**src/rtl/wsfr_pkg.sv**
```systemverilog
`timescale 1ns / 1ps
// ----------------------------------------------------------------------------
// WebSocket frame receiver package
// Parse phases and frame format constants shared by the receiver and its
// channel interfaces.
// ----------------------------------------------------------------------------
package wsfr_pkg;

   localparam int unsigned ByteW = 8;
   localparam int unsigned LenW  = 16;
   localparam int unsigned KeyN  = 4;
   localparam int unsigned KeyIdxW = $clog2(KeyN);

   localparam logic [ByteW-1:0] MASK_BIT  = 8'h80;
   localparam logic [6:0]       LEN_EXT16 = 7'd126;

   typedef enum logic [2:0] {
      PH_HEADER  = 3'd0,
      PH_LEN     = 3'd1,
      PH_EXT_HI  = 3'd2,
      PH_EXT_LO  = 3'd3,
      PH_MASK    = 3'd4,
      PH_PAYLOAD = 3'd5
   } phase_type;

endpackage

```
**src/rtl/wsfr_stream_if.sv**
```systemverilog
`timescale 1ns / 1ps
// ----------------------------------------------------------------------------
// WebSocket frame receiver channels
// Valid/ready channel interfaces for received bytes and payload results.
// ----------------------------------------------------------------------------
interface wsfr_req_if import wsfr_pkg::*; ();
   logic             valid;
   logic             ready;
   logic [ByteW-1:0] rx_byte;

   modport source (output valid, output rx_byte, input ready);
   modport sink   (input valid, input rx_byte, output ready);
endinterface

interface wsfr_rsp_if import wsfr_pkg::*; ();
   logic             valid;
   logic             ready;
   logic [ByteW-1:0] payload_byte;
   logic             payload_valid;
   logic             end_of_message;
   logic [ByteW-1:0] frame_header;

   modport source (output valid, output payload_byte, output payload_valid,
                   output end_of_message, output frame_header, input ready);
   modport sink   (input valid, input payload_byte, input payload_valid,
                   input end_of_message, input frame_header, output ready);
endinterface

```
**src/rtl/websocket_frame_receiver_top.sv**
```systemverilog
`timescale 1ns / 1ps
// ----------------------------------------------------------------------------
// WebSocket frame receiver
// Parses header, length, extended length and mask key bytes, and emits each
// payload byte unmasked, with the last byte of the frame marked; an empty frame gives one result with no payload byte.
// ----------------------------------------------------------------------------
//  channel   direction  payload                                     handshake
//  req_ch    in         rx_byte                                     valid/ready
//  rsp_ch    out        payload_byte, payload_valid,                valid/ready
//                       end_of_message, frame_header
//
//  One byte is taken per cycle unless a stalled result fills both stages;
//  a result passes the input register, then the result register.
//  Parse state updates in the cycle a registered byte moves on, so the
//  phase register and the byte counter set the one-byte-per-cycle rate.
//  A stalled result holds the byte stage; req_ch.ready drops only when both
//  stages are full and the result is not taken.
//  Synchronous active-high reset returns to the header phase and empties
//  both stages.
// ----------------------------------------------------------------------------
module websocket_frame_receiver_top import wsfr_pkg::*; (
   input  logic       clock,
   input  logic       reset,
   wsfr_req_if.sink   req_ch,
   wsfr_rsp_if.source rsp_ch
);

   // byte stage
   logic             byte_valid_ff;
   logic [ByteW-1:0] byte_data_ff;

   // parse state
   phase_type        phase_ff, phase_in;
   logic [ByteW-1:0] header_ff, header_in;
   logic             masked_ff, masked_in;
   logic [LenW-1:0]  length_ff, length_in;
   logic [LenW-1:0]  count_ff, count_in;
   logic [ByteW-1:0] key_ff [KeyN];
   logic             key_we;

   // result stage
   logic             rsp_valid_ff;
   logic [ByteW-1:0] rsp_byte_ff, rsp_byte_in;
   logic             rsp_pvalid_ff, rsp_pvalid_in;
   logic             rsp_eom_ff, rsp_eom_in;
   logic [ByteW-1:0] rsp_header_ff;
   logic             emit;

   logic             out_free;
   logic             advance;
   logic [LenW-1:0]  count_inc;
   logic [ByteW-1:0] key_sel;

   assign out_free     = !rsp_valid_ff || rsp_ch.ready;
   assign advance      = byte_valid_ff && out_free;
   assign req_ch.ready = !byte_valid_ff || out_free;
   assign count_inc    = count_ff + LenW'(1);
   assign key_sel      = masked_ff ? key_ff[count_ff[KeyIdxW-1:0]] : '0;

   assign rsp_ch.valid          = rsp_valid_ff;
   assign rsp_ch.payload_byte   = rsp_byte_ff;
   assign rsp_ch.payload_valid  = rsp_pvalid_ff;
   assign rsp_ch.end_of_message = rsp_eom_ff;
   assign rsp_ch.frame_header   = rsp_header_ff;

   always_ff @(posedge clock) begin
      if (reset) begin
         byte_valid_ff <= 1'b0;
      end else if (req_ch.ready) begin
         byte_valid_ff <= req_ch.valid;
      end
      if (req_ch.ready && req_ch.valid) begin
         byte_data_ff <= req_ch.rx_byte;
      end
   end

   always_ff @(posedge clock) begin
      if (reset) begin
         phase_ff  <= PH_HEADER;
         header_ff <= '0;
         masked_ff <= 1'b0;
         length_ff <= '0;
         count_ff  <= '0;
      end else if (advance) begin
         phase_ff  <= phase_in;
         header_ff <= header_in;
         masked_ff <= masked_in;
         length_ff <= length_in;
         count_ff  <= count_in;
      end
   end

   always_ff @(posedge clock) begin
      if (advance && key_we) begin
         key_ff[count_ff[KeyIdxW-1:0]] <= byte_data_ff;
      end
   end

   always_comb begin
      phase_in      = phase_ff;
      header_in     = header_ff;
      masked_in     = masked_ff;
      length_in     = length_ff;
      count_in      = count_ff;
      key_we        = 1'b0;
      emit          = 1'b0;
      rsp_byte_in   = '0;
      rsp_pvalid_in = 1'b0;
      rsp_eom_in    = 1'b0;
      unique case (phase_ff)
         PH_LEN: begin
            masked_in = byte_data_ff[7];
            if (byte_data_ff[6:0] == LEN_EXT16) begin
               phase_in = PH_EXT_HI;
            end else begin
               length_in = LenW'(byte_data_ff[6:0]);
               count_in  = '0;
               if ((byte_data_ff & MASK_BIT) != '0) begin
                  phase_in = PH_MASK;
               end else if (byte_data_ff[6:0] == 7'd0) begin
                  phase_in   = PH_HEADER;
                  emit       = 1'b1;
                  rsp_eom_in = 1'b1;
               end else begin
                  phase_in = PH_PAYLOAD;
               end
            end
         end
         PH_EXT_HI: begin
            length_in = {byte_data_ff, 8'h00};
            phase_in  = PH_EXT_LO;
         end
         PH_EXT_LO: begin
            length_in = {length_ff[LenW-1:ByteW], byte_data_ff};
            count_in  = '0;
            if (masked_ff) begin
               phase_in = PH_MASK;
            end else if ({length_ff[LenW-1:ByteW], byte_data_ff} == '0) begin
               phase_in   = PH_HEADER;
               emit       = 1'b1;
               rsp_eom_in = 1'b1;
            end else begin
               phase_in = PH_PAYLOAD;
            end
         end
         PH_MASK: begin
            key_we   = 1'b1;
            count_in = count_inc;
            // fourth key byte completes the header
            if (count_inc >= LenW'(KeyN)) begin
               count_in = '0;
               if (length_ff == '0) begin
                  phase_in   = PH_HEADER;
                  emit       = 1'b1;
                  rsp_eom_in = 1'b1;
               end else begin
                  phase_in = PH_PAYLOAD;
               end
            end
         end
         PH_PAYLOAD: begin
            count_in      = count_inc;
            emit          = 1'b1;
            rsp_byte_in   = byte_data_ff ^ key_sel;
            rsp_pvalid_in = 1'b1;
            rsp_eom_in    = (count_inc == length_ff);
            if (count_inc == length_ff) begin
               phase_in = PH_HEADER;
            end
         end
         default: begin
            header_in = byte_data_ff;
            phase_in  = PH_LEN;
         end
      endcase
   end

   always_ff @(posedge clock) begin
      if (reset) begin
         rsp_valid_ff <= 1'b0;
      end else if (out_free) begin
         rsp_valid_ff <= advance && emit;
      end
      if (out_free && advance && emit) begin
         rsp_byte_ff   <= rsp_byte_in;
         rsp_pvalid_ff <= rsp_pvalid_in;
         rsp_eom_ff    <= rsp_eom_in;
         rsp_header_ff <= header_ff;
      end
   end

   // an empty-frame result always closes its frame
   a_empty_is_last: assert property (@(posedge clock) disable iff (reset)
      rsp_valid_ff && !rsp_pvalid_ff |-> rsp_eom_ff)
      else $error("empty result without end_of_message");

   a_mask_phase_masked: assert property (@(posedge clock) disable iff (reset)
      phase_ff == PH_MASK |-> masked_ff)
      else $error("mask key phase in an unmasked frame");

   a_payload_count: assert property (@(posedge clock) disable iff (reset)
      phase_ff == PH_PAYLOAD |-> count_ff < length_ff)
      else $error("payload count ran past frame length");

   a_payload_emits: assert property (@(posedge clock) disable iff (reset)
      advance && phase_ff == PH_PAYLOAD |=> rsp_valid_ff && rsp_pvalid_ff)
      else $error("payload byte produced no result");

   a_key_phase_count: assert property (@(posedge clock) disable iff (reset)
      phase_ff == PH_MASK |-> count_ff < LenW'(KeyN))
      else $error("mask key count out of range");

endmodule

```
**src/flat_wrapper.sv**
```systemverilog
// flat-port wrapper written by rule: the top's interface ports become plain ports
module websocket_frame_receiver_top_flat import wsfr_pkg::*;
  (clock, reset, req_ch_valid, req_ch_rx_byte, req_ch_ready, rsp_ch_valid, rsp_ch_payload_byte, rsp_ch_payload_valid, rsp_ch_end_of_message, rsp_ch_frame_header, rsp_ch_ready);
  wsfr_req_if req_ch_i ();
  wsfr_rsp_if rsp_ch_i ();
  input  logic clock;
  input  logic reset;
  input wire logic [$bits(req_ch_i.valid)-1:0] req_ch_valid;
  input wire logic [$bits(req_ch_i.rx_byte)-1:0] req_ch_rx_byte;
  output wire logic [$bits(req_ch_i.ready)-1:0] req_ch_ready;
  output wire logic [$bits(rsp_ch_i.valid)-1:0] rsp_ch_valid;
  output wire logic [$bits(rsp_ch_i.payload_byte)-1:0] rsp_ch_payload_byte;
  output wire logic [$bits(rsp_ch_i.payload_valid)-1:0] rsp_ch_payload_valid;
  output wire logic [$bits(rsp_ch_i.end_of_message)-1:0] rsp_ch_end_of_message;
  output wire logic [$bits(rsp_ch_i.frame_header)-1:0] rsp_ch_frame_header;
  input wire logic [$bits(rsp_ch_i.ready)-1:0] rsp_ch_ready;
  assign req_ch_i.valid = req_ch_valid;
  assign req_ch_i.rx_byte = req_ch_rx_byte;
  assign req_ch_ready = req_ch_i.ready;
  assign rsp_ch_valid = rsp_ch_i.valid;
  assign rsp_ch_payload_byte = rsp_ch_i.payload_byte;
  assign rsp_ch_payload_valid = rsp_ch_i.payload_valid;
  assign rsp_ch_end_of_message = rsp_ch_i.end_of_message;
  assign rsp_ch_frame_header = rsp_ch_i.frame_header;
  assign rsp_ch_i.ready = rsp_ch_ready;
  websocket_frame_receiver_top u_core (.clock(clock), .reset(reset), .req_ch(req_ch_i), .rsp_ch(rsp_ch_i));
endmodule
```
**config.mk**
```make
export PLATFORM = sky130hd
export DESIGN_NAME = websocket_frame_receiver_top_flat
export DESIGN_NICKNAME = d
export VERILOG_FILES = /design/src/rtl/wsfr_pkg.sv /design/src/rtl/wsfr_stream_if.sv /design/src/rtl/websocket_frame_receiver_top.sv /design/src/flat_wrapper.sv
export SDC_FILE = /design/constraint.sdc
export NUM_CORES = 1
export LEC_CHECK = 0
export BUFFER_PORTS_ARGS = -buffer_cell sky130_fd_sc_hd__buf_2
export CAP_MARGIN = 25
export CORE_ASPECT_RATIO = 2
export CORE_MARGIN = 3
export CORE_UTILIZATION = 30
export DETAILED_ROUTE_END_ITERATION = 10
export SLEW_MARGIN = 0
export SYNTH_ARGS = -nofsm -noshare
export SYNTH_HDL_FRONTEND = slang
export SYNTH_SLANG_ARGS = --single-unit
export TNS_END_PERCENT = 50
```
**constraint.sdc**
```tcl
create_clock -name clock -period 3.05 [get_ports clock]
set_clock_uncertainty 0.1 [all_clocks]
set_input_delay 0.1525 -clock clock [delete_from_list [all_inputs] [get_ports clock]]
set_output_delay 0.1525 -clock clock [all_outputs]
set_load 0.03 [all_outputs]
```
==> impl_metrics.env, run 1 <==
export IMPL_outcome="completed"
export IMPL_max_cap_violations=0
export IMPL_postCtsSetupBuffers=0
export IMPL_yosysSeqAreaShare_pct=51.8
export IMPL_clkLatencyLatePin_ns=0.35
export IMPL_p_leak_nw=2.23
export IMPL_dieArea_um2=19100
export IMPL_syn_avg_cell_area_um2=10.3
export IMPL_total_power_w=0.00285
export IMPL_critical_path_class="reg2reg"
export IMPL_cts_tree="yes"
export IMPL_grt_max_degree=24
export IMPL_cts_sinks=106
export IMPL_cpPeakStageDelay_ns=0.56
export IMPL_rsz0062_at_grt="false"
export IMPL_start_util_pct=30.8
export IMPL_p_int_w=0.00217
export IMPL_place_hpwl_mm=11.7
export IMPL_drcViolationCount=0
export IMPL_synth_edf_count=58
export IMPL_cp_max_fo=8
export IMPL_ir_drop_uv=251
export IMPL_clockRootBuffer="clkbuf_16"
export IMPL_vias=4129
export IMPL_swShare_pct=24.1
export IMPL_clk_path_buf_depth=2
export IMPL_wirelength_mm=15.0
export IMPL_cp_start_kind="flop"
export IMPL_cts_buffers=9
export IMPL_fill_cells=1715
export IMPL_finalMaxSlewViolations=0
export IMPL_drt_vias_per_instance=5.37
export IMPL_powerDensity_nw_per_um2=463
export IMPL_p_seq_share_pct=54.2
export IMPL_combPwrFrac_pct=6.2
export IMPL_synth_seq_cells=106
export IMPL_yosysTopAreaCellShare_pct=33.4
export IMPL_tightest_slew_ns=0.919
export IMPL_port_buffers=31
export IMPL_setup_viol=0
export IMPL_synth_area_um2=5220
export IMPL_placed_cell_area_um2=5770
export IMPL_synth_warning_count=0
export IMPL_drtPass1Iterations=4
export IMPL_grt_pass1_vias=4188
export IMPL_wl_per_cell_um=19.5
export IMPL_h_tree_depth=3
export IMPL_diodes=0
export IMPL_finish_instance_area_um2=6170
export IMPL_end_kind="flop"
export IMPL_synth_commonest_cells="edfxtp_1, nor2_1, dfxtp_1"
export IMPL_die_y_um=193
export IMPL_whs_ns=0.0971
export IMPL_gp_congestion=0.949
export IMPL_tns_ns=0
export IMPL_ios=32
export IMPL_clock_fmax_ghz=0.354
export IMPL_nNetsFinal=573
export IMPL_synth_top_cell_by_area="edfxtp_1"
export IMPL_die_w_um=99.3
export IMPL_async_flop_share_pct=0
export IMPL_hold_viol_final=0
export IMPL_min_period_ns=2.82
export IMPL_grt_util_all_layers_pct=15.9
export IMPL_synth_distinct_cells=62
export IMPL_crit_chain="ha_1 > or3_1 > a211oi_1 > o22ai_1 > or4b_4 > o21ai_4 > buf_4 > nand3_1 > a31oi_1"
export IMPL_post_route_util_pct=36.4
export IMPL_drtIter0Drc=156
export IMPL_crit_required_ns=3.22
export IMPL_synthToLayoutAreaGrowth_pct=18.2
export IMPL_critPathSlowestCell="or4b_4"
export IMPL_clkPwrFrac_pct=39.7
export IMPL_clk_pin_slew_ns=0.08
export IMPL_hold_class="in2reg"
export IMPL_grt_overflow_total=0
export IMPL_switchingPower_w=0.000687
export IMPL_core_rowCount=67
export IMPL_synthMostInstantiatedCell="edfxtp_1"
export IMPL_antenna_found_initial=0
export IMPL_synth_flop_cell="edfxtp_1"
export IMPL_cp_data_arrival_time_ns=2.99
export IMPL_max_slew_margin_pct=38.7
export IMPL_netlist_instances=505
export IMPL_grt_pass1_wl_mm=22.9
export IMPL_ant_nets=0
export IMPL_syn_nets=521
export IMPL_drive_gt1_share_pct=18.3
export IMPL_synth_area_leaders="edfxtp_1, dfxtp_1, nor2_1"
export IMPL_fin_crit_sh_pct=92.5
export IMPL_core_area_um2=16900
## flip-flops by register name (all words and copies together) (netlist names), named ones only
signal and count:
u_core.rsp_ch.valid 1, u_core.phase_ff 3, u_core.rsp_ch.payload_byte 8, u_core.byte_data_ff 8, u_core.key_ff 32, u_core.masked_ff 1
u_core.rsp_ch.payload_valid 1, u_core.length_ff 16, u_core.rsp_ch.end_of_message 1, u_core.header_ff 8, u_core.count_ff 16, u_core.byte_valid_ff 1
u_core.rsp_ch.frame_header 8
## through the flow
stage | cells | setup slack, ns
final | 769 | 0.227
after global routing | 769 | 0.00822
after CTS | 769 | 0.157
after detailed placement | 744 | 0.194
after global placement | 744 | 0.225
after floorplan | 505 | 0.133
## area by class of cell
class	count	area, um^2	share of cell area [%]
multi-input cells	350	2320	37.7
clock inverters	6	60.1	0.974
well taps	207	259	4.20
repair buffers	79	551	8.93
inverters	11	41.3	0.670
clock buffers	10	229	3.71
flip-flops and latches	106	2700	43.8
## logic make-up after synthesis
logic type	Yosys count	synth area share, %
AO/OA/AOI/OAI	88	11.1
XOR/XNOR	34	5.97
adder cells (fa/ha/maj)	4	0.959
buffers and inverters	49	4.03
flip-flops	106	51.8
multiplexers	18	5.42
AND/OR/NAND/NOR	206	20.7
## critical path, delay by kind of cell, from the launching register on
kind / cells / cell delay, ns
fa+ha+maj: 1 / 0.25
simple gates: 3 / 0.95
flops: 1 / 0.32
buf+inv: 1 / 0.20
compound gates: 4 / 0.92
## power by group through the flow
stage          Clock, W  Combinational [W]  Sequential, W
3_3_place_gp          0           0.000163        0.00158
2_1_floorplan         0          0.0000921        0.00158
5_1_grt         0.00120           0.000191        0.00155
4_1_cts         0.00115           0.000174        0.00155
3_5_place_dp          0           0.000165        0.00158
6_report        0.00113           0.000176        0.00155
## cell usage in the layout (no fill, tap or decap), drive strengths merged, types with 2 or more instances in the layout
cell | synthesis | final
nand3 | 19 | 19
clkbuf | 25 | 10
nor2 | 51 | 51
a31oi | 4 | 4
clkinv | 0 | 2
mux2i | 8 | 8
o21ai | 14 | 14
a41oi | 3 | 3
edfxtp | 58 | 58
nand2 | 43 | 43
and2 | 6 | 6
a2111oi | 3 | 3
a21oi | 31 | 31
buf | 13 | 70
o22ai | 2 | 2
ha | 4 | 4
mux2 | 2 | 2
a211oi | 7 | 7
inv | 11 | 15
nand2b | 11 | 11
dlygate4sd3 | 0 | 9
nor3 | 9 | 9
nand4 | 22 | 22
o21a | 2 | 2
mux4 | 8 | 8
nor2b | 2 | 2
nor3b | 4 | 4
xnor2 | 14 | 14
and4 | 2 | 2
nand3b | 4 | 4
nor4 | 15 | 15
xor2 | 19 | 19
a22oi | 9 | 9
or3 | 4 | 4
dfxtp | 48 | 48
and3 | 11 | 11
## path summary, 6_finish.rpt
| kind | startpoint | to | slack (ns) | cells after the start |
|---|---|---|---|---|
| max reg2reg | u_core.count_ff[0] | u_core.count_ff[4] | 0.23 | 9 |
| max | u_core.count_ff[0] | u_core.count_ff[4] | 0.23 | 9 |
| min reg2reg | u_core.header_ff[3] | u_core.rsp_ch.frame_header[3] | 0.34 | 0 |
| min | rsp_ch_ready | u_core.byte_valid_ff | 0.1 | 4 |
## routing by layer
metal | vias to the layer above | routed length (um) | track usage (%) | part of all wire [%]
met2 | 104 | 8850 | 32.8 | 59
li1 | 1960 | - | - | -
met4 | 0 | 943 | 10.2 | 6.3
met5 | - | 0 | 0 | 0
met3 | 51 | 357 | 1.77 | 2.4
met1 | 2014 | 4850 | 13.8 | 32
## timing repair
action / CTS / global route
hold buffers: 9 / 0
hold endpoints to repair: 9 / 0
endpoints found under the setup margin: 0 / 22
gates resized for setup: 0 / 3
Power figures use the tool's default switching activity.
==> run 2: changes to the inputs <==
--- a/config.mk
+++ b/config.mk
@@ -5,6 +5,7 @@
 export SDC_FILE = /design/constraint.sdc
 export NUM_CORES = 1
 export LEC_CHECK = 0
+export ABC_AREA = 1
 export BUFFER_PORTS_ARGS = -buffer_cell sky130_fd_sc_hd__buf_2
 export CAP_MARGIN = 25
 export CORE_ASPECT_RATIO = 2
==> run 2 against run 1 <==
  * Critical endpoint is now u_core.rsp_ch.frame_header[4]
  * Largest cell class unchanged
  * Non-clock buffer count decreased by 30
  * Critical path depth increased by 4
  * First-iteration DRC count increased by 33%
  * Flip-flop and latch count unchanged
==> impl_metrics.env, run 2 <==
export IMPL_layout_common_cells="nand2_1, nor2_1, inv_1"
export IMPL_antenna_found_initial=0
export IMPL_clk_pin_slew_ns=0.07
export IMPL_fill_cells=1669
export IMPL_core_area_um2=16400
export IMPL_switchingPower_w=0.000742
export IMPL_p_leak_nw=2.23
export IMPL_ctsResizeCount=0
export IMPL_end_kind="flop"
export IMPL_ir_drop_uv=239
export IMPL_combPwrFrac_pct=7.4
export IMPL_p_int_w=0.00225
export IMPL_gp_congestion=0.996
export IMPL_busiest_layer="met2"
export IMPL_wl_per_cell_um=17.5
export IMPL_fin_crit_sh_pct=82.7
export IMPL_rsz0062_at_grt="false"
export IMPL_cts_sinks=106
export IMPL_grt_pass1_wl_mm=23.0
export IMPL_tightest_slew_ns=0.758
export IMPL_cp_max_fo=18
export IMPL_grt_util_all_layers_pct=16.4
export IMPL_worstHoldStart="rsp_ch_ready"
export IMPL_syn_avg_cell_area_um2=8.44
export IMPL_port_buffers=31
export IMPL_met2_usage_pct=32.3
export IMPL_total_power_w=0.00299
export IMPL_diodes=0
export IMPL_hold_viol_final=0
export IMPL_r2r_cells=13
export IMPL_yosysSeqAreaShare_pct=53.2
export IMPL_clkLatencyLatePin_ns=0.36
export IMPL_critical_path_class="reg2reg"
export IMPL_max_slew_margin_pct=49.3
export IMPL_drtIter0Drc=208
export IMPL_synth_flop_cell="edfxtp_1"
export IMPL_synth_top_cell_by_area="edfxtp_1"
export IMPL_setup_viol=0
export IMPL_drtPass1Iterations=5
export IMPL_finalMaxSlewViolations=0
export IMPL_multi_input_area_um2=2060
export IMPL_syn_nets=618
export IMPL_drive_gt1_share_pct=12.7
export IMPL_powerDensity_nw_per_um2=509
export IMPL_largest_reg_flops=32
export IMPL_endpoint="u_core.rsp_ch.frame_header[4]"
export IMPL_post_route_util_pct=35.8
export IMPL_ant_nets=0
export IMPL_nNetsFinal=663
export IMPL_grt_overflow_total=0
export IMPL_crit_required_ns=3.04
export IMPL_synthToLayoutAreaGrowth_pct=15.8
export IMPL_reg2reg_to="u_core.rsp_ch.frame_header[4]"
export IMPL_min_period_ns=2.52
export IMPL_synth_edf_count=58
export IMPL_clockRootBuffer="clkbuf_16"
export IMPL_synth_warning_count=0
export IMPL_synthMostInstantiatedCell="nand2_1"
export IMPL_ctsHoldBuffers=8
export IMPL_postCtsSetupBuffers=0
export IMPL_wirelength_mm=15.0
export IMPL_placed_cell_area_um2=5500
export IMPL_r2r_start="u_core.count_ff[1]"
export IMPL_vias=4329
export IMPL_tns_ns=0
export IMPL_synth_seq_cells=106
export IMPL_clock_fmax_ghz=0.396
export IMPL_use_met3_pct=2.75
export IMPL_p_seq_share_pct=53.2
export IMPL_r2r_slack_ns=0.53
export IMPL_place_hpwl_mm=11.2
export IMPL_outcome="completed"
export IMPL_critPathLaunch="u_core.count_ff[1]"
export IMPL_dieArea_um2=18600
export IMPL_die_w_um=98.0
export IMPL_synth_commonest_cells="nand2_1, nor2_1, inv_1"
export IMPL_clkPwrFrac_pct=39.4
export IMPL_max_cap_violations=0
export IMPL_die_y_um=190
export IMPL_final_common_cell="nand2_1"
export IMPL_core_rowCount=66
export IMPL_grt_max_degree=37
export IMPL_met1_usage_pct=14.1
export IMPL_yosysTopAreaCellShare_pct=34.3
export IMPL_synth_area_leaders="edfxtp_1, dfxtp_1, nand2_1"
export IMPL_synth_distinct_cells=36
export IMPL_start_util_pct=30.9
export IMPL_seqCellArea_um2=2700
export IMPL_grt_pass1_vias=4215
export IMPL_cp_start_kind="flop"
export IMPL_drt_vias_per_instance=5.06
export IMPL_finish_instance_area_um2=5880
export IMPL_cts_buffers=9
export IMPL_h_tree_depth=3
export IMPL_hold_class="in2reg"
export IMPL_cts_tree="yes"
export IMPL_netlist_instances=602
export IMPL_async_flop_share_pct=0
export IMPL_ios=32
export IMPL_cp_data_arrival_time_ns=2.51
export IMPL_swShare_pct=24.8
export IMPL_clk_path_buf_depth=2
export IMPL_synth_area_um2=5080
export IMPL_drcViolationCount=0
## run 2: worst min-delay path by stage
stage | endpoint | slack, ns | cells after the start
CTS | u_core.rsp_ch.valid | 0.03 | 4
global placement | u_core.byte_data_ff[0] | 0.23 | 1
floorplan | u_core.byte_data_ff[0] | 0.15 | 0
detailed placement | u_core.byte_data_ff[2] | 0.23 | 1
global route | u_core.rsp_ch.valid | 0.05 | 4
finish | u_core.rsp_ch.valid | 0.04 | 4
## run 2: stage by stage
step,setup slack [ns],hold WS [ns],instances
after floorplan,0.668,0.151,602
after global placement,0.594,0.230,832
after detailed placement,0.554,0.231,832
after CTS,0.527,0.0297,856
after global routing,0.227,0.0531,856
final,0.527,0.0447,856
## run 2: routing by layer
metal	share of wire, %	vias to the layer above
li1	-	2129
met1	32	2032
met2	57	120
met3	3.4	48
met4	7.1	0
met5	0	-
## run 2: final cells by class
type	count	area share, %
Clock buffer	11	4.49
Clock inverter	5	0.680
Inverter	66	4.21
Sequential cell	106	45.9
Timing Repair Buffer	49	5.27
Tap cell	204	4.34
Multi-Input combinational cell	415	35.1
## run 2: cells by family after synthesis
group | Yosys count | share of synthesized area [%]
compound gates | 117 | 13.1
xor+xnor | 1 | 0.172
fa+ha+maj | 4 | 0.985
buf+inv | 81 | 6.18
flops | 106 | 53.2
simple gates | 293 | 26.4
## run 2: worst max-delay path, cell delays in order (launching register included)
cell,delay [ns]
dfxtp_1,0.44
ha_1,0.27
nand3_1,0.16
nor2_4,0.18
nand4_1,0.13
nand2_1,0.09
inv_1,0.08
nor3_4,0.23
nand2_1,0.10
nand2_1,0.07
nand3b_1,0.07
nand2_1,0.08
inv_1,0.04
buf_4,0.20
## run 2: power by group through the flow
stage / registers (W) / logic [W] / clock network [W]
6_report: 0.00159 / 0.000220 / 0.00118
5_1_grt: 0.00160 / 0.000247 / 0.00124
4_1_cts: 0.00159 / 0.000219 / 0.00120
3_5_place_dp: 0.00163 / 0.000210 / 0
3_3_place_gp: 0.00162 / 0.000209 / 0
2_1_floorplan: 0.00161 / 0.000141 / 0
